===== config.mk =====
export PLATFORM = sky130hd
export DESIGN_NAME = mhp_queue
export DESIGN_NICKNAME = d
export VERILOG_FILES = /design/src/rtl/core/mhp_queue.sv
export SDC_FILE = /design/constraint.sdc
export NUM_CORES = 1
export LEC_CHECK = 0
export ABC_AREA = 1
export ABC_CLOCK_PERIOD_IN_PS = 1400
export BUFFER_PORTS_ARGS = -buffer_cell sky130_fd_sc_hd__buf_2
export CORE_MARGIN = 3
export CORE_UTILIZATION = 44
export CTS_CLUSTER_DIAMETER = 200
export DETAILED_ROUTE_END_ITERATION = 10
export PLACE_DENSITY = 0.78
export SLEW_MARGIN = 20
export SYNTH_ARGS = -nofsm -noshare
export SYNTH_HDL_FRONTEND = slang
export SYNTH_SLANG_ARGS = --single-unit

===== constraint.sdc =====
create_clock -name clk -period 1.4 [get_ports clk]
set_clock_uncertainty 0.15 [all_clocks]
set_input_delay 0.28 -clock clk [delete_from_list [all_inputs] [get_ports clk]]
set_output_delay 0.28 -clock clk [all_outputs]
set_load 0.01 [all_outputs]

===== src/rtl/core/mhp_queue.sv =====
// small first-in first-out queue of any item type
// depends on nothing; used for the command queue and the result queue
`timescale 1ns / 1ps

module mhp_queue #(
  parameter type ITEM_T = logic [7:0],
  parameter int  DEPTH  = 2
) (
  input  logic                       clk,
  input  logic                       rst_n,
  input  logic                       push,
  input  ITEM_T                      din,
  output logic                       full,
  input  logic                       pop,
  output ITEM_T                      dout,
  output logic                       empty,
  output logic [$clog2(DEPTH+1)-1:0] level
);

  localparam int PTR_W = (DEPTH > 1) ? $clog2(DEPTH) : 1;
  localparam int CNT_W = $clog2(DEPTH + 1);

  ITEM_T             mem_r [DEPTH];
  logic [PTR_W-1:0]  wr_ptr_r, wr_ptr_nxt;
  logic [PTR_W-1:0]  rd_ptr_r, rd_ptr_nxt;
  logic [CNT_W-1:0]  cnt_r, cnt_nxt;
  logic              do_push, do_pop;

  assign full    = (cnt_r == CNT_W'(DEPTH));
  assign empty   = (cnt_r == '0);
  assign level   = cnt_r;
  assign dout    = mem_r[rd_ptr_r];
  assign do_push = push && !full;
  assign do_pop  = pop && !empty;

  always_comb begin
    wr_ptr_nxt = wr_ptr_r;
    rd_ptr_nxt = rd_ptr_r;
    cnt_nxt    = cnt_r;
    if (do_push) begin
      wr_ptr_nxt = (wr_ptr_r == PTR_W'(DEPTH - 1)) ? '0 : wr_ptr_r + PTR_W'(1);
    end
    if (do_pop) begin
      rd_ptr_nxt = (rd_ptr_r == PTR_W'(DEPTH - 1)) ? '0 : rd_ptr_r + PTR_W'(1);
    end
    if (do_push && !do_pop) begin
      cnt_nxt = cnt_r + CNT_W'(1);
    end else if (do_pop && !do_push) begin
      cnt_nxt = cnt_r - CNT_W'(1);
    end
  end

  always_ff @(posedge clk) begin
    if (!rst_n) begin
      wr_ptr_r <= '0;
      rd_ptr_r <= '0;
      cnt_r    <= '0;
    end else begin
      wr_ptr_r <= wr_ptr_nxt;
      rd_ptr_r <= rd_ptr_nxt;
      cnt_r    <= cnt_nxt;
    end
  end

  always_ff @(posedge clk) begin
    if (do_push) begin
      mem_r[wr_ptr_r] <= din;
    end
  end

endmodule


==> impl_results.md, run 1 <==
* Status: finished with violations
* Violated checks: setup timing
* Number of max-cap violations at 0
* H-tree depth at 1
* Dominant synthesized flop cell: edfxtp_1
* Final setup fails at 8
* Hold_buf cts at 0
* TritonRoute pass-1 iters at 2
* Synth Area in Compound Gates at 0.0289
* Syn Area/Cell at 13.1 um2
* Commonest cells post-synth: edfxtp_1 (16), nor2_1 (10), inv_1 (8), mux2_2 (8), nand2_1 (6)
* CP required at 0.97 ns
* Register area share after synthesis at 0.705
* GR Util All Layers at 0.138
* Hold Crit Start: din[5]
* Cell taking the most area after synthesis: edfxtp_1
* Power Density at 1770 mW/mm2
* Syn_nets at 76
* Layout cells sized above 1 at 0.588
* Area after DPL at 0.00102 mm2
* Critical Path Sink Type: output pin
* Worst VDD drop at 0.00124 V
* Num Clock Sinks at 21
* Die X at 49.3 um
* Max_slew headroom at 0.899
* Worst-margin pin slew at 0.152 ns
* Post-Synth Simple-Gate Area at 0.0942
* Final WL at 1460 um
* Mux contribution to synthesized area at 0.109
* Clock latency on the worst-skew pair at 0.30 ns
* Fmax at 610 MHz
* Critical path endpoint: dout[3]
* R2R setup slack at 0.02 ns
* Worst r2r dst: level[1]
* Wire length of the first global-routing pass at 2500 um
* Multi-input gate area at 274 um2
* Overall Power at 2130 uW
* Gr busiest metal: met2
* Clock transition at the registers of the reported paths at 0.11 ns
* Rows at 15
* CP Class: reg2out
* Crit-path max FO at 4
* Mapped Cells at 63
* Final hold viol count at 0
* Worst setup margin at -0.238 ns
* Period utilization at 1.17
* DIE AREA at 0.00243 mm2
* Critical Path Source Type: flop
* Routed WL per cell at 12.0 um
* Root buf cell: clkbuf_4
* Antenna diode count at 0
* Die H at 49.3 um
* Leak at 0.000517 uW
* Detail Route Antenna Nets at 0
* Number of global-route vias before repair at 594
* Ys async rst share at 0
* Largest family of logic cells by synthesized area: multiplexers
* Number of synthesized flops with an enable pin at 16
* Distinct cell type count after synthesis at 15
* Hold Path Stages at 1
* RSZ-0062 raised after global routing: yes
* Placed Cells at 115
* CTS tree: yes
* Post-Syn Area at 823 um2
* Largest cells by area after synthesis: edfxtp_1 (58%), dfxtp_1 (12%), mux2_2 (11%), nor2_1 (4.6%), inv_1 (3.6%)
* IO Pins at 24
* Congestion Overflow GR at 0
* Xor and xnor area share after synthesis at 0
* Starting DRT DRC Count at 3
* Worst r2r path cells at 9
* R2R Path Start: level[1]
* Final Core Density at 0.690
* Synth warn at 0
* GP Congestion at 0.762
* Met1 capacity usage during global routing at 0.138
* Nets at 111
* Share of the synthesized area in the top cell type at 0.584
* Final min period at 1.64 ns
* Largest net degree at the start of global routing at 13
* Most numerous cell in the Yosys netlist: edfxtp_1
* Synth Area in Adders at 0.0152
* Post-route non-filler standard cell count at 122
* Port bufs at 23
* Met2 Use GR at 0.252
* Hold Path Class: in2reg
* Fillers at 141
* Slew Viols, Final at 0
* Antenna violations before repair at 0
* Residual DRC at 0
* Post-route cell area at 0.00120 mm2
* GR Layer Usage met3 at 0.0428
* Sequential Area at 589 um2
* Synth-to-Final Area Change at 46.2%
* DP HPWL at 1080 um
* Via count at 567
* Vias/cell at 4.65
* CP arrival at 1.21 ns
* Core ar. at 0.00175 mm2
* Starting Density at 0.472
* Total CTS buffers at 3
* Clock Tree Buf Depth at 2
* Flops & latches, synth at 21
timing repair:
item                       CTS  global route
setup endpoints to repair   26            13
gates cloned                 0             0
pin swaps                    6             3
buffers inserted             3             0
gates resized for setup     26             4
kinds of logic (layout without fill, tap and decap cells):
family          after synthesis  in the layout
compound gates                4              4
fa+ha+maj                     1              1
simple gates                 19             19
flops                        21             21
mux                           8              8
buf+inv                      10             44
report_power, final:
group | internal (uW) | total [uW] | leakage, uW | switching, uW
registers | 814 | 903 | 0.000192 | 89.5
clock network | 107 | 282 | 0.0000177 | 176
logic | 522 | 948 | 0.000307 | 426
per-layer routing:
| metal | wire (um) | vias to the layer above |
|---|---|---|
| met5 | 0 | - |
| met4 | 30 | 0 |
| met3 | 118 | 5 |
| met2 | 796 | 20 |
| met1 | 518 | 261 |
| li1 | - | 281 |
final cells by class:
class	instances	share of cell area
Clock buffer	3	0.0187
Clock inverter	1	0.00416
Inverter	9	0.0301
Multi-Input combinational cell	32	0.228
Sequential cell	21	0.490
Tap cell	25	0.0260
Timing Repair Buffer	31	0.204
sequential cells by signal, summed over array words and instances, names as in the netlist, named ones only:
name,count
mem_r,16
level,2
rd_ptr_r,1
wr_ptr_r,1
how the worst min path moves through the flow:
stage / endpoint / slack [ns]
after global routing: mem_r[0][6] / 0.003
after detailed placement: mem_r[1][5] / 0.32
final: mem_r[1][5] / 0.01
after global placement: mem_r[0][6] / 0.32
after floorplan: mem_r[0][0] / 0.23
after CTS: mem_r[1][5] / 0.005
placed cells by master, fill, tap and decap left out:
master / synthesis / layout
buf_4: 0 / 6
nand2_1: 6 / 6
edfxtp_1: 16 / 16
buf_6: 0 / 12
dfxtp_2: 0 / 1
nand3_2: 0 / 1
o21ai_0: 2 / 2
inv_4: 0 / 1
clkbuf_4: 0 / 3
ha_4: 0 / 1
inv_1: 8 / 4
dfxtp_1: 5 / 2
buf_2: 1 / 13
clkinv_2: 0 / 1
dfxtp_4: 0 / 2
nor2_1: 10 / 8
mux2_4: 0 / 8
inv_2: 1 / 4
nand4_1: 1 / 1
a21oi_1: 1 / 1
o21ai_4: 0 / 1
nor2_2: 1 / 1
nor2_4: 0 / 2
critical path, cell delays in order (launching register included):
cell and delay, ns:
dfxtp_2 0.36, buf_6 0.12, mux2_4 0.30, buf_6 0.12
through the flow:
step           setup TNS (ns)  hold WS (ns)  worst slack [ns]
5_1_grt                 -2.28       0.00261            -0.281
3_5_place_dp           -0.119         0.322           -0.0484
2_1_floorplan          -0.350         0.229           -0.0210
3_3_place_gp                0         0.319            0.0222
4_1_cts                 -1.91       0.00516            -0.246
6_report                -1.86        0.0110            -0.238
No activity file was read; power rests on OpenSTA's default activity.
==> inputs of run 2 (changes only) <==
ABC_AREA = not set   (was 1)
CORE_UTILIZATION = 46   (was 44)
CTS_BUF_LIST = sky130_fd_sc_hd__clkbuf_4 sky130_fd_sc_hd__clkbuf_8   (was not set)
CTS_CLUSTER_SIZE = 40   (was not set)
PLACE_DENSITY = 0.81   (was 0.78)
==> run 2 against run 1 <==
Net effect: the flow still finishes with violations (setup timing); maximum frequency shrank 2.9%; synthesized area is 1.7% lower; non-clock buffer count is 13 higher.
==> impl_results.md, run 2 <==
* Status: finished with violations
* Violated checks: setup timing
* Largest cells by area after synthesis: edfxtp_1 (59%), dfxtp_1 (12%), mux2_2 (11%), and2_1 (2.3%), xnor2_1 (2.2%)
* Mapped Cells at 50 (-21%)
* Largest family of logic cells by synthesized area: multiplexers
* Fillers at 83 (-41%)
* Starting Density at 0.513 (+0.0418)
* Commonest non-fill, non-tap cell in the layout: buf_6
* Commonest cells post-synth: edfxtp_1 (16), mux2_2 (8), dfxtp_1 (5), and2_1 (3)
* Flops & latches, synth at 21 (unchanged)
* DIE AREA at 0.00230 mm2 (-5.2%)
* Cell taking the most area after synthesis: edfxtp_1
* Max reg flops at 16 (unchanged)
* Worst setup margin at -0.286 ns (-0.0483 ns)
* DP HPWL at 1070 um (-0.66%)
* Slowest cell on crit path: dfxtp_2
* Layout cells sized above 1 at 0.629 (+0.0412)
* CP required at 0.97 ns (about the same)
* Final WL at 1860 um (+27%)
* Power Density at 1800 mW/mm2 (+1.7%)
* Post-Synth Simple-Gate Area at 0.0680 (-0.0262)
* Antenna diode count at 0 (unchanged)
* Detail Route Antenna Nets at 0 (unchanged)
* IO Pins at 24 (unchanged)
* Most used cell, CP: buf_6
* Syn Area/Cell at 16.2 um2 (+24%)
* Period utilization at 1.20 (+0.0345)
* Routed WL per cell at 16.5 um (+37%)
* Residual DRC at 0 (unchanged)
* Critical Path Source Type: flop
* Port bufs at 23 (unchanged)
* H-tree depth at 1 (unchanged)
* Critical Path Sink Type: output pin
* CP Class: reg2out
* Synth warn at 0 (unchanged)
* RSZ-0062 raised after global routing: yes
* TritonRoute pass-1 iters at 2 (unchanged)
* Antenna violations before repair at 0 (unchanged)
* Most numerous cell in the Yosys netlist: edfxtp_1
* Total CTS buffers at 3 (unchanged)
* Critical Path, Cell by Cell: buf_6 > mux2_4 > buf_6
* Final Core Density at 0.848 (+0.159)
* Dominant synthesized flop cell: edfxtp_1
* Synth Area in Compound Gates at 0.0402 (+0.0113)
* Crit-path max FO at 5 (+1)
* Clock transition at the registers of the reported paths at 0.12 ns (about the same)
* Congestion Overflow GR at 0 (unchanged)
* Via count at 582 (+2.6%)
* Crit-path max cell delay at 0.38 ns (+0.02 ns)
* Fmax at 593 MHz (-2.9%)
* Wire length of the first global-routing pass at 2580 um (+3.0%)
* Die X at 48.0 um (-2.6%)
* Number of max-cap violations at 0 (unchanged)
* Distinct cell type count after synthesis at 20 (+5)
* Xor and xnor area share after synthesis at 0.0325 (+0.0325)
* Mux contribution to synthesized area at 0.111 (+0.00186)
* Number of synthesized flops with an enable pin at 16 (unchanged)
* Clock latency on the worst-skew pair at 0.30 ns (about the same)
* CTS tree: yes
* Post-Syn Area at 810 um2 (-1.7%)
* Vias/cell at 5.15 (+11%)
* Rows at 14 (-1)
* Ys async rst share at 0 (unchanged)
* Register area share after synthesis at 0.717 (+0.0120)
* Synth Area in Adders at 0.0155 (+0.000258)
* Core ar. at 0.00158 mm2 (-9.7%)
* Syn_nets at 63 (-17%)
* Final setup fails at 20 (+12)
* Final min period at 1.69 ns (+0.0483 ns)
* Leak at 0.000561 uW (+8.4%)
* Max_slew headroom at 0.853 (-0.0452)
* Worst slack, placed at -0.137 ns (-0.0883 ns)
* Slew Viols, Final at 0 (unchanged)
* Synth-to-Final Area Change at 65.2%
* Num Clock Sinks at 21 (unchanged)
* Worst VDD drop at 0.00134 V (+7.8%)
* Number of global-route vias before repair at 575 (-3.2%)
* Die H at 48.0 um (-2.6%)
* Root buf cell: clkbuf_4
* GR Util All Layers at 0.177 (+0.0388)
* Clock Tree Buf Depth at 2 (unchanged)
* Hold Path Class: in2reg
* Worst-margin pin slew at 0.219 ns (+0.0677 ns)
* Share of the synthesized area in the top cell type at 0.594 (+0.00992)
* GP Congestion at 0.777 (+1.9%)
* Most frequent cells in the layout: buf_6 (21), edfxtp_1 (16), buf_2 (12)
* Nets at 111 (unchanged)
* CP arrival at 1.26 ns (+0.05 ns)
* Largest net degree at the start of global routing at 13 (unchanged)
* Largest Register: mem_r
* Starting DRT DRC Count at 2 (-1)
* Hold_ws at 0.00923 ns (-0.00177 ns)
* Final hold viol count at 0 (unchanged)
==> run 2: report_power, final <==
group / total (uW) / leakage, uW / switching (uW) / internal [uW]
clock network: 291 / 0.0000177 / 185 / 106
logic: 1230 / 0.000351 / 485 / 744
registers: 892 / 0.000192 / 79.0 / 813
total: 2410 / 0.000561 / 749 / 1660
==> run 2: stage by stage <==
step                      cell area, um2  TNS, ns  instances  total power [uW]
after floorplan                      840   -0.713         50              1330
after global placement              1070   -0.102        102              1670
after detailed placement            1070   -0.272        102              1700
after CTS                           1270    -2.38        108              2350
after global routing                1340    -3.88        113              2540
final                               1340    -2.87        113              2410
==> run 2: final cells by class <==
class	count	area (um2)	area share
well taps	16	20.0	0.0150
multi-input cells	26	297	0.222
clock inverters	1	5.00	0.00374
inverters	2	10.0	0.00748
clock buffers	3	22.5	0.0168
repair buffers	44	394	0.295
flip-flops and latches	21	589	0.441
==> run 2: repair_timing <==
| item | in CTS | in global routing |
|---|---|---|
| setup endpoints to repair | 19 | 29 |
| endpoints found under the hold margin | 0 | 10 |
| pin swaps | 2 | 4 |
| hold buffers | 0 | 6 |
| buffers inserted | 2 | 1 |
| gates resized for setup | 34 | 5 |
==> run 2: final timing paths <==
| kind | start | end | slack [ns] | cells past startpoint |
|---|---|---|---|---|
| setup / recovery | flop | dout[1] | -0.29 | 3 |
| hold / removal | din[1] | mem_r[0][1] | 0.009 | 1 |
| hold reg to reg | level[1] | level[1] | 0.39 | 2 |
| setup reg to reg | level[0] | level[1] | -0.19 | 7 |
==> run 2: cell families (layout without fill, tap and decap cells) <==
kind of cell / after synthesis / count (layout)
flip-flops: 21 / 21
AND/OR/NAND/NOR: 9 / 9
multiplexers: 8 / 8
AO/OA/AOI/OAI: 5 / 5
XOR/XNOR: 3 / 3
buffers and inverters: 3 / 50
adder cells (fa/ha/maj): 1 / 1
==> run 2: worst max-delay path: cells and delay by family, from the launching register on <==
family	cells	cell delay, ns
buffers and inverters	2	0.27
DFF	1	0.38
muxes	1	0.31
==> run 2: metal layers <==
layer	vias up	GRT usage	share of wire
met5	-	0	0
met4	0	0.0806	0.046
met3	8	0.0451	0.049
met2	23	0.327	0.55
met1	271	0.185	0.35
li1	280	-	-
==> inputs of run 3 (changes only) <==
SKIP_LAST_GASP = 1   (was not set)
==> run 3 against run 2 <==
Net effect: the flow still finishes with violations (setup timing); worst setup slack hardly changed; register-to-register slack improved by 0.03 ns; via count increased by 3.1%; maximum frequency barely moved; largest power group unchanged.
==> impl_results.md, run 3 (same netlist as run 2, synthesis figures left out) <==
* Worst-margin pin slew at 0.215 ns (-0.00391 ns)
* Synth-to-Final Area Change at 68.8%
* CP Class: reg2out
* Worst setup margin at -0.286 ns (+0.000355 ns)
* Antenna violations before repair at 0 (unchanged)
* Final WL at 1860 um (-0.21%)
* Leak at 0.000575 uW (+2.6%)
* Critical path endpoint: dout[1]
* CP arrival at 1.26 ns (about the same)
* Rows at 14 (unchanged)
* RSZ-0062 raised after global routing: yes
* Fmax at 593 MHz (about the same)
* Worst slack, placed at -0.137 ns (unchanged)
* Status: finished with violations
* GP Congestion at 0.777 (unchanged)
* Buf/Inv on CP at 2 (unchanged)
* CP required at 0.97 ns (about the same)
* Worst r2r dst: level[1]
* Hold Path Class: in2reg
* Num Clock Sinks at 21 (unchanged)
* Placed Cells at 102 (unchanged)
* Metal-1 WL at 715 um (+9.2%)
* Antenna diode count at 0 (unchanged)
* Crit-path max FO at 5 (unchanged)
* Residual DRC at 0 (unchanged)
* Layout cells sized above 1 at 0.630 (+0.00113)
* Slowest cell on crit path: dfxtp_2
* Slew Viols, Final at 0 (unchanged)
* Worst VDD drop at 0.00128 V (-4.3%)
* Clock transition at the registers of the reported paths at 0.13 ns (about the same)
* DR WL met3 at 95 um (+4.4%)
* Vias/cell at 5.17 (+0.43%)
* Number of global-route vias before repair at 552 (-4.0%)
* Power Density at 1800 mW/mm2 (-0.25%)
* CTS tree: yes
* Congestion Overflow GR at 0 (unchanged)
* Wire length of the first global-routing pass at 2510 um (-2.7%)
* Largest net degree at the start of global routing at 13 (unchanged)
* Largest Register: mem_r
* Post-route cell area at 0.00137 mm2 (+2.2%)
* Violated checks: setup timing
* Max reg flops at 16 (unchanged)
* Final setup fails at 25 (+25%)
* Period utilization at 1.20 (about the same)
* Starting Density at 0.513 (unchanged)
* DP HPWL at 1070 um (unchanged)
* Starting DRT DRC Count at 6 (+4)
* Overall Power at 2460 uW (+1.9%)
* Commonest non-fill, non-tap cell in the layout: buf_6
* Die H at 48.0 um (unchanged)
* Crit-path max cell delay at 0.38 ns (about the same)
* R2R Path Start: level[0]
* Routed WL per cell at 16.0 um (-2.8%)
* Core ar. at 0.00158 mm2 (unchanged)
* Critical Path, Cell by Cell: buf_6 > mux2_4 > buf_6
* R2R setup slack at -0.16 ns (+0.03 ns)
* Wire length on met2 at 1020 um (-1.2%)
* Final setup TNS at -3.59 ns (-0.728 ns)
* Max_slew headroom at 0.855 (+0.00205)
* Top sig layer: met4
* TritonRoute pass-1 iters at 6 (+4)
* Area after DPL at 0.00107 mm2 (unchanged)
* Via count at 600 (+3.1%)
* GR Util All Layers at 0.171 (-0.00621)
* Port bufs at 23 (unchanged)
* Post-route non-filler standard cell count at 116 (+2.7%)
* Number of max-cap violations at 0 (unchanged)
* Critical Path Source Type: flop
* Worst r2r path cells at 7 (unchanged)
* Die X at 48.0 um (unchanged)
* Nets at 114 (+2.7%)
* Clock Tree Buf Depth at 2 (unchanged)
* Total CTS buffers at 3 (unchanged)
* Detail Route Antenna Nets at 0 (unchanged)
* Critical Path Sink Type: output pin
* Clock latency on the worst-skew pair at 0.30 ns (about the same)
* CP top delay family: flip-flops
* Most frequent cells in the layout: buf_6 (22), edfxtp_1 (16), buf_2 (12)
* Final min period at 1.69 ns (-0.000355 ns)
* Root buf cell: clkbuf_4
* DIE AREA at 0.00230 mm2 (unchanged)
* H-tree depth at 1 (unchanged)
* IO Pins at 24 (unchanged)
* Critical path depth at 3 (unchanged)
* Most used cell, CP: buf_6
* Final hold viol count at 0 (unchanged)
## run 3: changes by cell type in the layout (fill, tap and decap cells not counted), sizes merged
cell	before	now
buf	38	40
dlygate4sd3	6	7
## run 3: per-stage QoR
stage,utilization,hold WS (ns)
floorplan,-,0.229
global placement,0.682,0.319
detailed placement,0.682,0.321
CTS,0.793,0.00116
global route,0.867,0.00843
finish,0.867,0.0203
## run 3: area by class of cell
cell class	instances	area (um2)
Tap cell	16	20.0
Multi-Input combinational cell	26	297
Fill cell	70	210
Timing Repair Buffer	47	423
Clock buffer	3	22.5
Inverter	2	10.0
Clock inverter	1	5.00
Sequential cell	21	589
## run 3: repair_timing
action,CTS,global route
setup endpoints to repair,19,29
gates resized for setup,29,11
hold buffers,0,7
hold endpoints to repair,0,12
pin swaps,1,5
setup buffers,2,3
## run 3: report_power, final
part	internal [uW]	total, uW	switching [uW]
logic	780	1270	489
registers	813	891	77.6
clock network	106	297	191
total	1700	2460	758
## run 3: routing by layer
metal	up-vias	GRT usage
met5	-	0
met4	0	0.0806
met3	4	0.0451
met2	23	0.296
met1	287	0.194
li1	286	-
## run 3: worst min-delay path by stage
stage	from	to	depth (start not counted)
2_1_floorplan	din[0]	mem_r[0][0]	0
3_5_place_dp	din[3]	mem_r[0][3]	1
3_3_place_gp	din[2]	mem_r[0][2]	1
6_report	din[0]	mem_r[0][0]	1
5_1_grt	din[0]	mem_r[0][0]	1
4_1_cts	din[5]	mem_r[1][5]	1
