### src/rtl/core/mhp_pkg.sv
// shared types, constants and the int8 saturation helper for the projection block
// no dependencies; every other file but mhp_queue refers to it by scoped names
`timescale 1ns / 1ps

package mhp_pkg;

  localparam int ACC_W      = 22;
  localparam int VAL_W      = 8;
  localparam int PROD_W     = 16;
  localparam int ECNT_W     = 7;
  localparam int ROW_W      = 10;
  localparam int LEN_W      = 7;
  localparam int PRJ_W      = 5;
  localparam int HDS_W      = 3;
  localparam int SEQ_W      = 11;
  localparam int CFG_DATA_W = 11;
  localparam int CFG_IDX_W  = 2;
  localparam int CMDQ_DEPTH = 2;
  localparam int OQ_DEPTH   = 4;
  localparam int OQ_LVL_W   = $clog2(OQ_DEPTH + 1);

  typedef enum logic {
    OP_WEIGHT = 1'b0,
    OP_ACT    = 1'b1
  } op_t;

  typedef enum logic [CFG_IDX_W-1:0] {
    REG_SEQ_LENGTH   = 2'd0,
    REG_EMBED_LENGTH = 2'd1,
    REG_PROJ_COUNT   = 2'd2,
    REG_HEAD_COUNT   = 2'd3
  } reg_idx_t;

  // effective settings after clamping
  typedef struct packed {
    logic [LEN_W-1:0] len;
    logic [LEN_W-1:0] used;
    logic [PRJ_W-1:0] projs;
    logic [HDS_W-1:0] heads;
    logic [SEQ_W-1:0] seq;
  } cfg_t;

  typedef struct packed {
    op_t                     op;
    logic signed [VAL_W-1:0] value;
    logic [1:0]              head;
    logic [3:0]              proj;
    logic [ECNT_W-1:0]       elem;
    logic                    acc_en;
    logic                    row_end;
    logic [ROW_W-1:0]        row;
  } cmd_t;

  typedef struct packed {
    logic signed [VAL_W-1:0] value;
    logic [1:0]              head;
    logic [3:0]              proj;
    logic [ROW_W-1:0]        row;
    logic                    last;
  } res_t;

  function automatic logic signed [VAL_W-1:0] sat8(input logic [ACC_W-1:0] acc);
    logic signed [VAL_W-1:0] r;
    if (!acc[ACC_W-1] && (|acc[ACC_W-2:VAL_W-1])) begin
      r = 8'sd127;
    end else if (acc[ACC_W-1] && !(&acc[ACC_W-2:VAL_W-1])) begin
      r = -8'sd128;
    end else begin
      r = $signed(acc[VAL_W-1:0]);
    end
    return r;
  endfunction

endpackage

### src/rtl/core/mhp_front.sv
// front end: takes input transactions, drops out-of-range weight writes,
// tags activations with element, row, accumulate-enable and row-end flags; depends on mhp_pkg
`timescale 1ns / 1ps

module mhp_front #(
  parameter int MAX_EMBED = 64,
  parameter int MAX_PROJ  = 16,
  parameter int MAX_HEADS = 4
) (
  input  logic                clk,
  input  logic                rst_n,
  input  mhp_pkg::cfg_t       cfg,
  input  logic                push,
  output logic                full,
  input  logic                in_operation,
  input  logic signed [7:0]   in_data_value,
  input  logic [1:0]          in_weight_head,
  input  logic [3:0]          in_weight_proj,
  input  logic [5:0]          in_weight_elem,
  input  logic                cmd_full,
  output logic                cmd_push,
  output mhp_pkg::cmd_t       cmd
);

  logic [mhp_pkg::ECNT_W-1:0] ecnt_r, ecnt_nxt;
  logic [mhp_pkg::ROW_W-1:0]  row_r, row_nxt;
  logic                       accept, is_act, in_range, row_end;

  assign accept   = push && !cmd_full;
  assign full     = cmd_full;
  assign is_act   = (mhp_pkg::op_t'(in_operation) == mhp_pkg::OP_ACT);
  assign in_range = (32'(in_weight_head) < MAX_HEADS) && (32'(in_weight_proj) < MAX_PROJ) &&
                    (32'(in_weight_elem) < MAX_EMBED);
  assign row_end  = ({1'b0, ecnt_r} + 8'd1) >= {1'b0, cfg.len};
  assign cmd_push = accept && (is_act || in_range);

  always_comb begin
    cmd.op      = mhp_pkg::op_t'(in_operation);
    cmd.value   = in_data_value;
    cmd.head    = in_weight_head;
    cmd.proj    = in_weight_proj;
    cmd.elem    = is_act ? ecnt_r : mhp_pkg::ECNT_W'(in_weight_elem);
    cmd.acc_en  = ecnt_r < cfg.used;
    cmd.row_end = row_end;
    cmd.row     = row_r;
  end

  always_comb begin
    ecnt_nxt = ecnt_r;
    row_nxt  = row_r;
    if (accept && is_act) begin
      if (row_end) begin
        ecnt_nxt = '0;
        if (({1'b0, row_r} + 11'd1) >= cfg.seq) begin
          row_nxt = '0;
        end else begin
          row_nxt = row_r + 10'd1;
        end
      end else begin
        ecnt_nxt = ecnt_r + 7'd1;
      end
    end
  end

  always_ff @(posedge clk) begin
    if (!rst_n) begin
      ecnt_r <= '0;
      row_r  <= '0;
    end else begin
      ecnt_r <= ecnt_nxt;
      row_r  <= row_nxt;
    end
  end

endmodule

### config.mk
export PLATFORM = sky130hd
export DESIGN_NAME = mhp_front
export DESIGN_NICKNAME = d
export VERILOG_FILES = /design/src/rtl/core/mhp_pkg.sv /design/src/rtl/core/mhp_front.sv
export SDC_FILE = /design/constraint.sdc
export NUM_CORES = 1
export LEC_CHECK = 0
export BUFFER_PORTS_ARGS = -buffer_cell sky130_fd_sc_hd__buf_4
export CAP_MARGIN = 25
export CELL_PAD_IN_SITES_DETAIL_PLACEMENT = 2
export CELL_PAD_IN_SITES_GLOBAL_PLACEMENT = 2
export CORE_ASPECT_RATIO = 0.75
export CORE_MARGIN = 10
export CORE_UTILIZATION = 22
export CTS_BUF_LIST = sky130_fd_sc_hd__clkbuf_2 sky130_fd_sc_hd__clkbuf_4 sky130_fd_sc_hd__clkbuf_8
export CTS_CLUSTER_DIAMETER = 100
export DETAILED_ROUTE_END_ITERATION = 16
export HOLD_SLACK_MARGIN = 0.12
export PLACE_DENSITY_LB_ADDON = 0.1
export SETUP_SLACK_MARGIN = 0.05
export SYNTH_ARGS = -nofsm -noshare
export SYNTH_HDL_FRONTEND = slang
export SYNTH_SLANG_ARGS = --single-unit
### constraint.sdc
create_clock -name clk -period 2.5 [get_ports clk]
set_clock_uncertainty 0.05 [all_clocks]
set_input_delay 0.625 -clock clk [delete_from_list [all_inputs] [get_ports clk]]
set_output_delay 0.625 -clock clk [all_outputs]
set_load 0.02 [all_outputs]
==> Flow_metrics.wiki, run 1 <==
{| class="wikitable"
! Metric !! Value
|-
| Run status || complete, but fails checks
|-
| Violated checks || negative setup slack
|-
| Unrepaired setup endpoints after global routing || yes
|-
| Warning count from the yosys run || 0
|-
| Number of antenna violations at the first check in global routing || 0
|-
| CTS tree || yes
|-
| Die height || 96.5 µm
|-
| Worst Setup Slack, final || -0.331 ns
|-
| Switching power share of the total || 29.8%
|-
| Highest fanout seen on the critical path || 4
|-
| RePlAce Congestion || about 0.71
|-
| Worst hold path depth || 1
|-
| Worst Hold Class || register to register
|-
| Floorplan core area || approximately 7500 µm²
|-
| GR Overflow Total || 0
|-
| Instance area after placement || 2560 µm²
|-
| Final Util || 37.4%
|-
| Hold Path Sink || row_r[9]
|-
| Initial drt markers || 44
|-
| Flop-to-flop setup slack || -0.31 ns
|-
| Capturing element type of the critical path || primary output
|-
| Transition time at the pin with the least slew margin || 0.427 ns
|-
| Share of the yosys chip area belonging to registers || 19.8%
|-
| Most frequent standard cell in the layout excluding fill and tap cells || sky130_fd_sc_hd__buf_4
|-
| Reg-to-Reg Start || ecnt_r[2]
|-
| Maximum number of pins on one net before global-route repair || 13
|-
| Number of distinct library cell variants in the gate-level netlist after synthesis || 39
|-
| Pre-CTS worst setup slack || -0.153 ns
|-
| Area overhead of the layout relative to synthesis || 62.7%
|-
| Sequential Power Share || 37.6%
|-
| Clk network pwr share || roughly 29%
|-
| Vias per Instance || 4.56
|-
| Total clock buffers created by CTS || 3
|-
| Clock Tree Root || sky130_fd_sc_hd__clkbuf_8
|-
| Critical path launch point type || register
|-
| Clk pin slew, worst setup/hold paths || 0.07 ns
|-
| Max-cap viol count || 0
|-
| Setup_tns || -2.16 ns
|-
| Worst skew pair latency || around 0.26 ns
|-
| Initial Util || a little under a quarter
|-
| Static Leakage || 1.41 nW
|-
| PD cells || 279 nW/µm²
|-
| HP Start || row_r[9]
|-
| Peak Freq || 353 MHz
|-
| Total wire length after detailed routing || 6290 µm
|-
| Register-to-Register Path Depth || 12
|-
| Quantity of hold-fixing buffers added after cts || 0
|-
| Post-DP HPWL || 5230 µm
|-
| Drt first pass iters || 4
|-
| Post-route total power || 0.778 mW
|-
| Mean instance size in the synthesized netlist || 8.33 µm²
|-
| Global-route wire length before repair || 9870 µm
|-
| Flip-flop and latch count after synthesis || 17
|-
| Largest vdd supply drop || 0.195 mV
|-
| Power Internal || 0.546 mW
|-
| Worst relative slew slack || 71.5%
|-
| Critical Path RT || 1.82 ns
|-
| Average wire per standard cell || 15.7 µm
|-
| Die ar. || 11800 µm²
|-
| Crit path arrival time || 2.16 ns
|-
| Destination of the worst register-to-register timing path || row_r[3]
|-
| Number of rows in the core area || 27
|-
| Min Tclk post-route || 2.83 ns
|-
| Via Count || around 1800
|-
| Share of power burned in combinational logic || 33.7%
|-
| Inserted Diodes || 0
|-
| Number of setup violations in the final report || 18
|-
| Endpoints failing hold || 0
|-
| Maximum root-to-sink buffer count || 2
|-
| Layout Nets || 384
|-
| Type of the setup path with the least slack || register to primary output
|-
| Share of cells above drive strength 1 || 53.2%
|-
| Post-Synthesis Net Count || 290
|-
| Max-slew violation total from the final report || 0
|-
| Clock net sink count || 17
|-
| Number of instances in the synthesized netlist || 206
|-
| Via count of the first global-routing pass || about 1900
|-
| Routed Antenna Nets || 0
|-
| Final period util || 113%
|-
| Net switching power of the design || 0.232 mW
|-
| Total track usage || 10.3%
|-
| Count of unresolved DRC violations after routing || 0
|-
| Area of the mapped netlist || 1720 µm²
|-
| Final design instance area without fill || between 2000 and 3000 µm²
|-
| Width of the die || 122 µm
|-
| Boundary pin count || 94
|-
| Number of input and output port buffers inserted || 57
|-
| Commonest cells after routing, fill and taps aside || sky130_fd_sc_hd__buf_4, sky130_fd_sc_hd__inv_1, sky130_fd_sc_hd__ha_1
|-
| H-tree lvl count || 1
|}
==> state kept, by name, indices dropped and copies added (netlist names) <==
| register | count |
|---|---|
| row_r | 10 |
| ecnt_r | 7 |
==> cell type report <==
cell class	instances	area, µm²
Fill cell	879	4670
Multi-Input combinational cell	145	1310
Timing Repair Buffer	109	845
Sequential cell	17	368
Tap cell	101	126
Inverter	24	92.6
Clock buffer	4	48.8
==> cell families after synthesis <==
kind of cell / after synthesis / synth area share, %
simple gates: 62 / 18.5
mux: 6 / 3.94
compound gates: 38 / 18.5
fa+ha+maj: 26 / 19.0
flops: 17 / 19.8
xor+xnor: 13 / 6.64
buf+inv: 44 / 13.6
==> power by group through the flow <==
stage                     Clock, mW  Sequential [mW]  Combinational [mW]
after floorplan                   0            0.313               0.137
after global placement            0            0.299               0.243
after detailed placement          0            0.299               0.251
after CTS                     0.232            0.292               0.258
after global routing          0.246            0.295               0.291
final                         0.223            0.292               0.262
==> per-layer routing <==
metal  up-vias  track usage (%)  wire (µm)
met4         0             2.08         95
li1        898                -          -
met1       859             14.2       3170
met5         -                0          0
met3        22             2.90        395
met2        46             15.6       2630
==> synth_stat cells <==
| cell | n | share of area [%] |
|---|---|---|
| sky130_fd_sc_hd__or3b_4 | 1 | 0.66 |
| sky130_fd_sc_hd__a221oi_1 | 1 | 0.51 |
| sky130_fd_sc_hd__o21a_1 | 1 | 0.44 |
| sky130_fd_sc_hd__a32o_1 | 6 | 3.5 |
| sky130_fd_sc_hd__nand3b_1 | 1 | 0.44 |
| sky130_fd_sc_hd__a21boi_1 | 1 | 0.44 |
| sky130_fd_sc_hd__and3_1 | 3 | 1.1 |
| sky130_fd_sc_hd__nand4_1 | 2 | 0.73 |
| sky130_fd_sc_hd__a2bb2oi_1 | 2 | 1.0 |
| sky130_fd_sc_hd__and2_1 | 4 | 1.5 |
| sky130_fd_sc_hd__a31oi_1 | 1 | 0.36 |
| sky130_fd_sc_hd__o31ai_4 | 1 | 1.2 |
| sky130_fd_sc_hd__or3_1 | 1 | 0.36 |
| sky130_fd_sc_hd__nand2_1 | 21 | 4.6 |
| sky130_fd_sc_hd__and2_0 | 1 | 0.36 |
| sky130_fd_sc_hd__nor2b_1 | 7 | 2.6 |
| sky130_fd_sc_hd__nor2_1 | 7 | 1.5 |
| sky130_fd_sc_hd__buf_4 | 18 | 7.9 |
| sky130_fd_sc_hd__nor3_1 | 2 | 0.58 |
| sky130_fd_sc_hd__o31ai_2 | 3 | 2.2 |
| sky130_fd_sc_hd__a22oi_1 | 2 | 0.88 |
| sky130_fd_sc_hd__a2111oi_1 | 1 | 0.58 |
| sky130_fd_sc_hd__xor2_1 | 4 | 2.0 |
| sky130_fd_sc_hd__nand3_1 | 7 | 2.0 |
| sky130_fd_sc_hd__and4_1 | 2 | 1.0 |
| sky130_fd_sc_hd__xnor2_1 | 9 | 4.6 |
| sky130_fd_sc_hd__a21oi_1 | 5 | 1.5 |
| sky130_fd_sc_hd__o32a_1 | 3 | 1.8 |
| sky130_fd_sc_hd__ha_1 | 26 | 19 |
| sky130_fd_sc_hd__a21o_1 | 4 | 1.8 |
| sky130_fd_sc_hd__nand2b_1 | 3 | 1.1 |
| sky130_fd_sc_hd__o21ai_1 | 2 | 0.58 |
| sky130_fd_sc_hd__o21ai_0 | 3 | 0.88 |
| sky130_fd_sc_hd__o2111ai_1 | 1 | 0.51 |
| sky130_fd_sc_hd__clkbuf_1 | 2 | 0.44 |
| sky130_fd_sc_hd__a211oi_1 | 1 | 0.44 |
| sky130_fd_sc_hd__inv_1 | 24 | 5.3 |
| sky130_fd_sc_hd__mux2_2 | 6 | 3.9 |
| sky130_fd_sc_hd__dfxtp_1 | 17 | 20 |
==> metrics by stage <==
step,instances,hold WS (ns)
CTS,398,0.519
floorplan,206,0.463
global placement,392,0.496
global route,400,0.534
finish,400,0.500
detailed placement,392,0.503
==> critical path, stage by stage (launching register included) <==
cell and delay, ns:
sky130_fd_sc_hd__dfxtp_4 0.38, sky130_fd_sc_hd__and4_1 0.24, sky130_fd_sc_hd__nand2_1 0.10, sky130_fd_sc_hd__xnor2_2 0.15
sky130_fd_sc_hd__ha_1 0.36, sky130_fd_sc_hd__a221oi_2 0.35, sky130_fd_sc_hd__o31ai_4 0.16, sky130_fd_sc_hd__buf_6 0.16
==> worst max-delay path by stage <==
stage / slack, ns / to / from / cells past startpoint
5_1_grt: -0.44 / cmd[10] / ecnt_r[2] / 7
4_1_cts: -0.34 / cmd[10] / ecnt_r[2] / 8
6_report: -0.33 / cmd[10] / ecnt_r[2] / 7
2_1_floorplan: -0.01 / row_r[3] / ecnt_r[2] / 10
3_3_place_gp: -0.13 / cmd[10] / cfg[26] / 6
3_5_place_dp: -0.15 / row_r[3] / ecnt_r[0] / 10
==> repair_timing <==
action	4_1_cts	5_1_grt
gates resized for setup	16	17
setup endpoints to repair	12	19
pin swaps	7	9
buffers inserted	2	2
(Power assumes the default switching activity.)
==> run 2, diff against run 1 <==
Settings changed: CELL_PAD_IN_SITES_DETAIL_PLACEMENT 2 to 1, CELL_PAD_IN_SITES_GLOBAL_PLACEMENT 2 to 1, CORE_UTILIZATION 22 to 29, MAX_ROUTING_LAYER set to met4.
==> Flow_metrics.wiki, run 2 (synthesis results as in run 1) <==
{| class="wikitable"
! Metric !! Value
|-
| Run status || complete, but fails checks (unchanged)
|-
| Violated checks || negative setup slack (unchanged)
|-
| PD cells || 274 nW/µm² (was 279 nW/µm²)
|-
| Initial drt markers || 65 (was 44)
|-
| Static Leakage || 1.41 nW (about the same)
|-
| Area overhead of the layout relative to synthesis || 63.5% (was 62.7%)
|-
| Worst skew pair latency || 0.25 ns (was 0.26 ns)
|-
| Crit path arrival time || 2.12 ns (was 2.16 ns)
|-
| Cell count after placement || 360 (was 392)
|-
| Worst Setup Slack, final || -0.292 ns (was -0.331 ns)
|-
| Clock Tree Root || sky130_fd_sc_hd__clkbuf_8 (unchanged)
|-
| Initial Util || 29.8% (was 23.0%)
|-
| Register-to-Register Path Depth || 12 (unchanged)
|-
| Type of the setup path with the least slack || register to primary output (unchanged)
|-
| Storage cell area || 365 µm² (was 368 µm²)
|-
| Maximum root-to-sink buffer count || 2 (unchanged)
|-
| Die height || 86.6 µm (was 96.5 µm)
|-
| Peak Freq || 358 MHz (was 353 MHz)
|-
| Clock net sink count || 17 (unchanged)
|-
| GR Overflow Total || 0 (unchanged)
|-
| Quantity of hold-fixing buffers added after cts || 0 (unchanged)
|-
| Average wire per standard cell || 15.8 µm (was 15.7 µm)
|-
| Width of the die || 109 µm (was 122 µm)
|-
| Unrepaired setup endpoints after global routing || yes (unchanged)
|-
| Number of rows in the core area || 24 (was 27)
|-
| Total track usage || 12.7% (was 10.3%)
|-
| Count of unresolved DRC violations after routing || 0 (unchanged)
|-
| Clk pin slew, worst setup/hold paths || 0.07 ns (about the same)
|-
| Register ranked first by flip-flop count || row_r (unchanged)
|-
| Number of inserted filler cells in the final layout || 699 (was 879)
|-
| Final Instance Count excl. Fillers || 374 (was 400)
|-
| Final Util || 48.7% (was 37.4%)
|-
| Multi-input logic area || 1370 µm² (was 1310 µm²)
|-
| Capturing element type of the critical path || primary output (unchanged)
|-
| Max FFs per register || 10 (unchanged)
|-
| Vias per Instance || 4.74 (was 4.56)
|-
| Number of antenna violations at the first check in global routing || 0 (unchanged)
|-
| Inserted Diodes || 0 (unchanged)
|-
| Worst hold path depth || 2 (was 1)
|-
| Reg-to-Reg Start || ecnt_r[3] (was ecnt_r[2])
|-
| Global-route wire length before repair || 9570 µm (was 9870 µm)
|-
| Die ar. || 9420 µm² (was 11800 µm²)
|-
| Number of input and output port buffers inserted || 57 (unchanged)
|-
| Transition time at the pin with the least slew margin || 0.478 ns (was 0.427 ns)
|-
| Min Tclk post-route || 2.79 ns (was 2.83 ns)
|-
| Endpoints failing hold || 0 (unchanged)
|-
| Commonest cells after routing, fill and taps aside || sky130_fd_sc_hd__buf_4, sky130_fd_sc_hd__inv_1, sky130_fd_sc_hd__ha_1 (unchanged)
|-
| Max-cap viol count || 0 (unchanged)
|-
| Number of setup violations in the final report || 19 (was 18)
|-
| Maximum number of pins on one net before global-route repair || 13 (unchanged)
|-
| Critical path launch point type || register (unchanged)
|-
| Highest fanout seen on the critical path || 4 (unchanged)
|-
| Destination of the worst register-to-register timing path || row_r[3] (unchanged)
|-
| Post-route total power || 0.768 mW (was 0.778 mW)
|-
| Max-slew violation total from the final report || 0 (unchanged)
|-
| Critical Path RT || 1.82 ns (about the same)
|-
| Post-DP HPWL || 4650 µm (was 5230 µm)
|-
| Total wire length after detailed routing || 5900 µm (was 6290 µm)
|-
| Routed Antenna Nets || 0 (unchanged)
|-
| Flop-to-flop setup slack || -0.27 ns (was -0.31 ns)
|-
| Via count of the first global-routing pass || 1940 (was 1892)
|-
| Worst Hold Class || register to register (unchanged)
|-
| Boundary pin count || 94 (unchanged)
|-
| Total clock buffers created by CTS || 3 (unchanged)
|-
| Drt first pass iters || 4 (unchanged)
|-
| Final period util || 112% (was 113%)
|-
| HP Start || row_r[3] (was row_r[9])
|-
| H-tree lvl count || 1 (unchanged)
|-
| Floorplan core area || 5770 µm² (was 7470 µm²)
|-
| CTS tree || yes (unchanged)
|-
| Worst relative slew slack || 68.0% (was 71.5%)
|-
| Hold Path Sink || row_r[3] (was row_r[9])
|-
| Largest vdd supply drop || 0.267 mV (was 0.195 mV)
|-
| Share of cells above drive strength 1 || 55.4% (was 53.2%)
|-
| RePlAce Congestion || 0.757 (was 0.705)
|-
| Most frequent standard cell in the layout excluding fill and tap cells || sky130_fd_sc_hd__buf_4 (unchanged)
|-
| Layout Nets || 381 (was 384)
|-
| Via Count || 1773 (was 1825)
|-
| Biggest registers after layout || row_r x10, ecnt_r x7 (unchanged)
|}
## run 2: per-stage QoR
| stage | TNS [ns] | area, µm² | setup WS [ns] | hold WS (ns) |
|---|---|---|---|---|
| 6_report | -3.42 | 2810 | -0.292 | 0.508 |
| 5_1_grt | -5.46 | 2810 | -0.378 | 0.532 |
| 4_1_cts | -0.889 | 2660 | -0.296 | 0.508 |
| 3_5_place_dp | -0.863 | 2460 | -0.157 | 0.491 |
| 3_3_place_gp | -0.557 | 2460 | -0.106 | 0.481 |
| 2_1_floorplan | -0.0329 | 1790 | -0.0123 | 0.463 |
## run 2: where the power goes
group | total (mW) | switching [mW] | internal, mW
sequential | 0.286 | 0.00888 | 0.277
clock | 0.217 | 0.0932 | 0.124
combinational | 0.266 | 0.124 | 0.142
total | 0.768 | 0.226 | 0.542
## run 2: layer usage
layer	vias to the layer above	track usage [%]	part of all wire (%)
met5	-	-	0
li1	890	-	-
met4	0	2.75	2.1
met2	49	19.0	42
met1	810	16.6	50
met3	24	3.26	6.2
## run 2: critical path, stage by stage, from the launching register on
cell and delay [ns]:
sky130_fd_sc_hd__dfxtp_4 0.37, sky130_fd_sc_hd__and3_4 0.19, sky130_fd_sc_hd__nand3_4 0.06, sky130_fd_sc_hd__xnor2_2 0.18, sky130_fd_sc_hd__ha_1 0.27, sky130_fd_sc_hd__a21o_1 0.18, sky130_fd_sc_hd__a221oi_2 0.31, sky130_fd_sc_hd__o31ai_4 0.15
sky130_fd_sc_hd__buf_6 0.15
## run 2: repair_timing
action                                  4_1_cts  5_1_grt
gates resized for setup                      25       24
setup buffers                                 5        7
endpoints found under the setup margin       12       19
pin swaps                                    16       17
## run 2: worst max path at each step
stage,end,startpoint,slack (ns),depth (start not counted)
finish,cmd[10],ecnt_r[3],-0.29,8
global route,cmd[10],ecnt_r[3],-0.38,8
CTS,cmd[10],ecnt_r[3],-0.30,8
detailed placement,cmd[10],cfg[26],-0.16,6
global placement,cmd[10],cfg[26],-0.11,6
floorplan,row_r[3],ecnt_r[2],-0.01,10
## run 2: final cells by class
class                      instances  area share (%)
timing repair buffer             106            29.8
sequential                        17            13.0
inverter                          24            3.21
clock buffer                       4            1.74
tap                               78            3.48
multi-input combinational        145            48.7
==> run 3, diff against run 2 <==
Settings changed: ABC_AREA set to 1, CORE_UTILIZATION 29 to 28.
==> Flow_metrics.wiki, run 3 <==
{| class="wikitable"
! Metric !! Value
|-
| Total clock buffers created by CTS || 3 (unchanged)
|-
| Number of rows in the core area || 26 (was 24)
|-
| Main synth FF type || sky130_fd_sc_hd__dfxtp_1 (unchanged)
|-
| Number of antenna violations at the first check in global routing || 0 (unchanged)
|-
| Area share of the largest cell type after synthesis || 17.7% (was 19.8%)
|-
| Proportion of register bits with asynchronous set or reset after synthesis || 0% (unchanged)
|-
| RePlAce Congestion || 0.746 (was 0.757)
|-
| Post-DP HPWL || 5390 µm (was 4650 µm)
|-
| Number of distinct library cell variants in the gate-level netlist after synthesis || 23 (was 39)
|-
| Via count of the first global-routing pass || 2200 (was 1940)
|-
| Worst endpoint type || primary output
|-
| Warning count from the yosys run || 0 (unchanged)
|-
| Total track usage || 12.1% (was 12.7%)
|-
| Run status || did not finish (was complete, but fails checks)
|-
| Width of the die || 116 µm (was 109 µm)
|-
| Number of instances in the synthesized netlist || 320 (was 206)
|-
| Quantity of hold-fixing buffers added after cts || 0 (unchanged)
|-
| H-tree lvl count || 1 (unchanged)
|-
| Post-Synthesis Net Count || 404 (was 290)
|-
| Grt repair worst endpoint || cmd[10]
|-
| Clock net sink count || 17 (unchanged)
|-
| Mean instance size in the synthesized netlist || 6.00 µm² (was 8.33 µm²)
|-
| Clock Tree Root || sky130_fd_sc_hd__clkbuf_8 (unchanged)
|-
| Area of the mapped netlist || 1920 µm² (was 1720 µm²)
|-
| First Err || [ERROR DRT-0255] Maze Route cannot find path of net in_weight_proj[1] in worker of routeBox ( 96600 0 ) ( 115635 48300 ).
|-
| Last flow stage reached || 5_2_route
|-
| Leading area contributor after synthesis || sky130_fd_sc_hd__dfxtp_1 (unchanged)
|-
| Maximum number of pins on one net before global-route repair || 14 (was 13)
|-
| Boundary pin count || 94 (unchanged)
|-
| Maximum root-to-sink buffer count || 2 (unchanged)
|-
| Die height || 91.7 µm (was 86.6 µm)
|-
| Initial Util || 28.5% (was 29.8%)
|-
| Flip-flop and latch count after synthesis || 17 (unchanged)
|-
| Global-route wire length before repair || 10400 µm (was 9570 µm)
|-
| GR Overflow Total || 0 (unchanged)
|-
| Number of input and output port buffers inserted || 57 (unchanged)
|-
| Number of enable-type register cells in the synthesized netlist || 0 (unchanged)
|-
| Most frequently used cell type in the post-synthesis netlist || sky130_fd_sc_hd__nand2_1 (was sky130_fd_sc_hd__ha_1)
|-
| Leading post-synthesis cells by instance count || sky130_fd_sc_hd__nand2_1, sky130_fd_sc_hd__inv_1, sky130_fd_sc_hd__nor2_1 (was sky130_fd_sc_hd__ha_1, sky130_fd_sc_hd__inv_1, sky130_fd_sc_hd__nand2_1)
|-
| Top cells by area, synth || sky130_fd_sc_hd__dfxtp_1, sky130_fd_sc_hd__ha_1, sky130_fd_sc_hd__nand2_1, sky130_fd_sc_hd__inv_1, sky130_fd_sc_hd__nor2_1 (was sky130_fd_sc_hd__dfxtp_1, sky130_fd_sc_hd__ha_1, sky130_fd_sc_hd__buf_4, sky130_fd_sc_hd__inv_1, sky130_fd_sc_hd__nand2_1)
|-
| Share of the yosys chip area belonging to registers || 17.7% (was 19.8%)
|}
## run 3: cell count changes after synthesis, sizes merged, moves of 7 or more
cell	change
nand2	+64
nor2	+39
nor2b	-7
o21ai	+9
inv	+38
xnor2	-8
a21oi	+10
nand3	+10
## run 3: cell families after synthesis
group                    synth area share [%]
AO/OA/AOI/OAI                            8.73
buffers and inverters                    20.7
AND/OR/NAND/NOR                          33.2
adder cells (fa/ha/maj)                  16.9
XOR/XNOR                                 2.74
flip-flops                               17.7
## run 3: timing repair
item	4_1_cts	5_1_grt
endpoints found under the setup margin	4	17
gates resized for setup	13	28
gates cloned	2	0
pin swaps	10	13
setup buffers	4	5
## run 3: through the flow
| step | std cells | instance area [µm²] | setup WS (ns) | TNS [ns] |
|---|---|---|---|---|
| after global routing | 485 | 2890 | -0.413 | -2.02 |
| after CTS | 480 | 2730 | -0.304 | -0.314 |
| after detailed placement | 470 | 2560 | -0.0627 | -0.0627 |
| after global placement | 470 | 2560 | 0.0169 | 0 |
| after floorplan | 320 | 1930 | 0.0580 | 0 |
## run 3: layer usage
layer,global-route usage (%)
met4,1.14
met2,17.6
met1,17.0
met3,2.73
met5,-
==> run 4, diff against run 3 <==
Settings changed: CELL_PAD_IN_SITES_DETAIL_PLACEMENT 1 to unset, CELL_PAD_IN_SITES_GLOBAL_PLACEMENT 1 to unset, CORE_ASPECT_RATIO 0.75 to unset, CORE_UTILIZATION 28 to 40, CTS_BUF_LIST sky130_fd_sc_hd__clkbuf_2 sky130_fd_sc_hd__clkbuf_4 sky130_fd_sc_hd__clkbuf_8 to unset, CTS_CLUSTER_DIAMETER 100 to unset, HOLD_SLACK_MARGIN 0.12 to unset, MAX_ROUTING_LAYER met4 to unset, PLACE_DENSITY_LB_ADDON 0.1 to 0.15, SETUP_SLACK_MARGIN 0.05 to unset.
Clock period 2.5 ns to 3.25 ns, I/O delays scaled along.
==> Flow_metrics.wiki, run 4 <==
{| class="wikitable"
! Metric !! Value
|-
| Run status || finished clean (was did not finish)
|-
| Clk pin slew, worst setup/hold paths || 0.06 ns
|-
| Maximum root-to-sink buffer count || 2 (unchanged)
|-
| Multiplexer fraction of the synthesized cell area || 0% (unchanged)
|-
| Count of unresolved DRC violations after routing || 0
|-
| Max-slew violation total from the final report || 0
|-
| Worst Hold Class || register to register
|-
| Register-to-Register Path Depth || 15
|-
| Transition time at the pin with the least slew margin || 0.556 ns
|-
| Worst hold path depth || 2
|-
| Synthesized-area fraction occupied by and/or/nand/nor cells || 33.2% (unchanged)
|-
| Fraction of the mapped netlist area in compound gates || 8.73% (unchanged)
|-
| Critical path launch point type || register
|-
| Total wire length after detailed routing || 4700 µm
|-
| Total clock buffers created by CTS || 3 (unchanged)
|-
| Drt first pass iters || 4
|-
| Type of the setup path with the least slack || register to primary output
|-
| Number of antenna violations at the first check in global routing || 0 (unchanged)
|-
| Met3 capacity usage during global routing || 3.28% (was 2.73%)
|-
| Max FFs per register || 10
|-
| Number of inserted filler cells in the final layout || roughly 530
|-
| Clock Tree Root || sky130_fd_sc_hd__clkbuf_8 (unchanged)
|-
| Cell with the largest stage delay on the worst path || sky130_fd_sc_hd__dfxtp_4
|-
| Min Tclk post-route || 3.03 ns
|-
| Critical Path RT || approximately 2.4 ns
|-
| H-tree lvl count || 1 (unchanged)
|-
| Kind of cell with the highest combined delay on the critical path || simple AND/OR/NAND/NOR gates
|-
| Final period util || 93.1%
|-
| Unrepaired setup endpoints after global routing || no
|-
| Critical path buffers and inverters || 3
|-
| Number of input and output port buffers inserted || 57 (unchanged)
|-
| Warning count from the yosys run || 0 (unchanged)
|-
| Crit path arrival time || 2.16 ns
|-
| Via count of the first global-routing pass || 1901 (was 2200)
|-
| Share of the yosys chip area belonging to registers || 17.7% (unchanged)
|-
| Inserted Diodes || 0
|-
| Area overhead of the layout relative to synthesis || 21.1%
|-
| Final Instance Count excl. Fillers || 414
|-
| Floorplan core area || around 4700 µm²
|-
| GR met2 Demand/Resource || 20.9% (was 17.6%)
|-
| Biggest registers after layout || row_r x10, ecnt_r x7
|-
| Most used routing layer || met2 (unchanged)
|-
| Layout Nets || ~450
|-
| Width of the die || 89.3 µm (was 116 µm)
|-
| Maximum number of pins on one net before global-route repair || 23 (was 14)
|-
| Total track usage || 11.8% (was 12.1%)
|-
| Destination of the worst register-to-register timing path || row_r[1]
|-
| PD cells || 234 nW/µm²
|-
| Worst skew pair latency || 0.25 ns
|-
| Register ranked first by flip-flop count || row_r
|-
| Capturing element type of the critical path || primary output
|-
| Commonest cells after routing, fill and taps aside || sky130_fd_sc_hd__nand2_1, sky130_fd_sc_hd__inv_1, sky130_fd_sc_hd__buf_4
|-
| CTS tree || yes
|-
| Number of instances in the synthesized netlist || 320 (unchanged)
|-
| RePlAce Congestion || 0.770 (was 0.746)
|-
| Flop-to-flop setup slack || 0.61 ns
|-
| Leading area contributor after synthesis || sky130_fd_sc_hd__dfxtp_1 (unchanged)
|-
| Setup_tns || 0 ns
|-
| Die ar. || 7970 µm²
|-
| Endpoints failing hold || 0
|-
| Post-DP HPWL || 3940 µm (was 5390 µm)
|-
| Die height || 89.3 µm (was 91.7 µm)
|-
| Highest fanout seen on the critical path || 5
|-
| Combinational family with the most area after synthesis || simple AND/OR/NAND/NOR gates (unchanged)
|-
| Number of enable-type register cells in the synthesized netlist || 0 (unchanged)
|-
| Most frequent standard cell in the layout excluding fill and tap cells || sky130_fd_sc_hd__nand2_1
|-
| Post-Synth Adder-Cell Area || 16.9% (unchanged)
|-
| Number of rows in the core area || 25 (was 26)
|-
| Global-route wire length before repair || 7870 µm (was 10400 µm)
|-
| GR Overflow Total || 0 (unchanged)
|-
| Number of distinct library cell variants in the gate-level netlist after synthesis || 23 (unchanged)
|-
| Delay of the slowest critical-path stage || 0.37 ns
|-
| Hold Path Sink || ecnt_r[0]
|-
| Area share of the largest cell type after synthesis || 17.7% (unchanged)
|-
| Leading post-synthesis cells by instance count || sky130_fd_sc_hd__nand2_1, sky130_fd_sc_hd__inv_1, sky130_fd_sc_hd__nor2_1 (unchanged)
|-
| Worst relative slew slack || 62.8%
|-
| Via Count || roughly 1900
|-
| Vias per Instance || 4.69
|-
| Proportion of register bits with asynchronous set or reset after synthesis || 0% (unchanged)
|-
| Static Leakage || 1.39 nW
|-
| Cell count after placement || 409 (was 470)
|-
| Max-cap viol count || 0
|-
| Cell with the most instances on the worst path || sky130_fd_sc_hd__nand2_1
|-
| Mean instance size in the synthesized netlist || 6.00 µm² (unchanged)
|-
| Flip-flop and latch count after synthesis || 17 (unchanged)
|-
| HP Start || ecnt_r[0]
|-
| Instance area after placement || 2250 µm² (was 2560 µm²)
|-
| Top cells by area, synth || sky130_fd_sc_hd__dfxtp_1, sky130_fd_sc_hd__ha_1, sky130_fd_sc_hd__nand2_1, sky130_fd_sc_hd__inv_1, sky130_fd_sc_hd__nor2_1 (unchanged)
|-
| XOR/XNOR share of the synthesized area || 2.74% (unchanged)
|-
| Initial drt markers || 63
|-
| Initial Util || 40.9% (was 28.5%)
|-
| Cells traversed along the worst timing path || ha_2 > nand2_2 > nor3_2 > xor2_1 > ha_1 > nand2_1 > inv_1 > a21oi_2 > nand2_1 > inv_2 > nand2_1 > buf_4
|-
| Final design instance area without fill || about 2300 µm²
|-
| Post-Synthesis Net Count || 404 (unchanged)
|-
| Number of setup violations in the final report || 0
|-
| Boundary pin count || 94 (unchanged)
|-
| Average wire per standard cell || 11.4 µm
|-
| Largest vdd supply drop || 0.109 mV
|-
| Share of cells above drive strength 1 || 20.6%
|-
| Quantity of hold-fixing buffers added after cts || 0 (unchanged)
|-
| Area of the mapped netlist || 1920 µm² (unchanged)
|-
| Clock net sink count || 17 (unchanged)
|-
| Main synth FF type || sky130_fd_sc_hd__dfxtp_1 (unchanged)
|-
| Peak Freq || 330 MHz
|-
| Routed Antenna Nets || 0
|-
| Most frequently used cell type in the post-synthesis netlist || sky130_fd_sc_hd__nand2_1 (unchanged)
|-
| Met1 Track Usage GR || 13.3% (was 17.0%)
|-
| Reg-to-Reg Start || row_r[0]
|}
## run 4: cell counts after synthesis
No cell type changed its count.
## run 4: tightest hold or removal path, delay by kind of cell (launching register included)
kind	cells	cell delay [ns]
flops	1	0.36
compound gates	1	0.05
simple gates	1	0.06
## run 4: how the worst max path moves through the flow
stage | from | to | slack, ns | cells after the start
floorplan | ecnt_r[0] | cmd[10] | 0.50 | 12
global placement | ecnt_r[0] | cmd[10] | 0.33 | 12
detailed placement | ecnt_r[0] | cmd[10] | 0.30 | 12
CTS | ecnt_r[0] | cmd[10] | 0.02 | 12
global route | ecnt_r[0] | cmd[10] | 0.04 | 12
finish | ecnt_r[0] | cmd[10] | 0.22 | 12
## run 4: layout make-up
class                   count  area, µm²  area share, %
multi-input cells         218       1200           51.4
repair buffers             58        435           18.7
flip-flops and latches     17        345           14.8
inverters                  63        236           10.2
well taps                  54       67.6           2.90
clock buffers               4       45.0           1.94
## run 4: kinds of logic (layout without fill, tap and decap cells)
kind of cell	after synthesis	after routing
flops	17	17
buf+inv	85	125
xor+xnor	6	6
fa+ha+maj	26	26
simple gates	156	156
compound gates	30	30
## run 4: stage by stage
step	setup slack (ns)	util [%]	power [mW]	hold WS, ns
2_1_floorplan	0.503	-	0.350	0.452
3_3_place_gp	0.328	48.1	0.389	0.472
3_5_place_dp	0.299	48.1	0.392	0.483
4_1_cts	0.0176	49.0	0.551	0.493
5_1_grt	0.0411	49.6	0.583	0.492
6_report	0.223	49.6	0.545	0.465
## run 4: metal layers
metal | vias up | wire length (µm) | share of wire [%]
met3 | 2 | 471 | 10
met5 | - | 0 | 0
met2 | 61 | 2130 | 45
met4 | 0 | 34 | 0.72
met1 | 832 | 2070 | 44
li1 | 1045 | - | -
## run 4: report_power, final
part	internal [mW]	switching, mW
logic	0.0775	0.0854
clock network	0.0869	0.0718
registers	0.215	0.00890
## run 4: repair_timing
action / in CTS / in global routing
gates resized for setup: 0 / 7
setup endpoints to repair: 0 / 1
setup buffers: 0 / 1
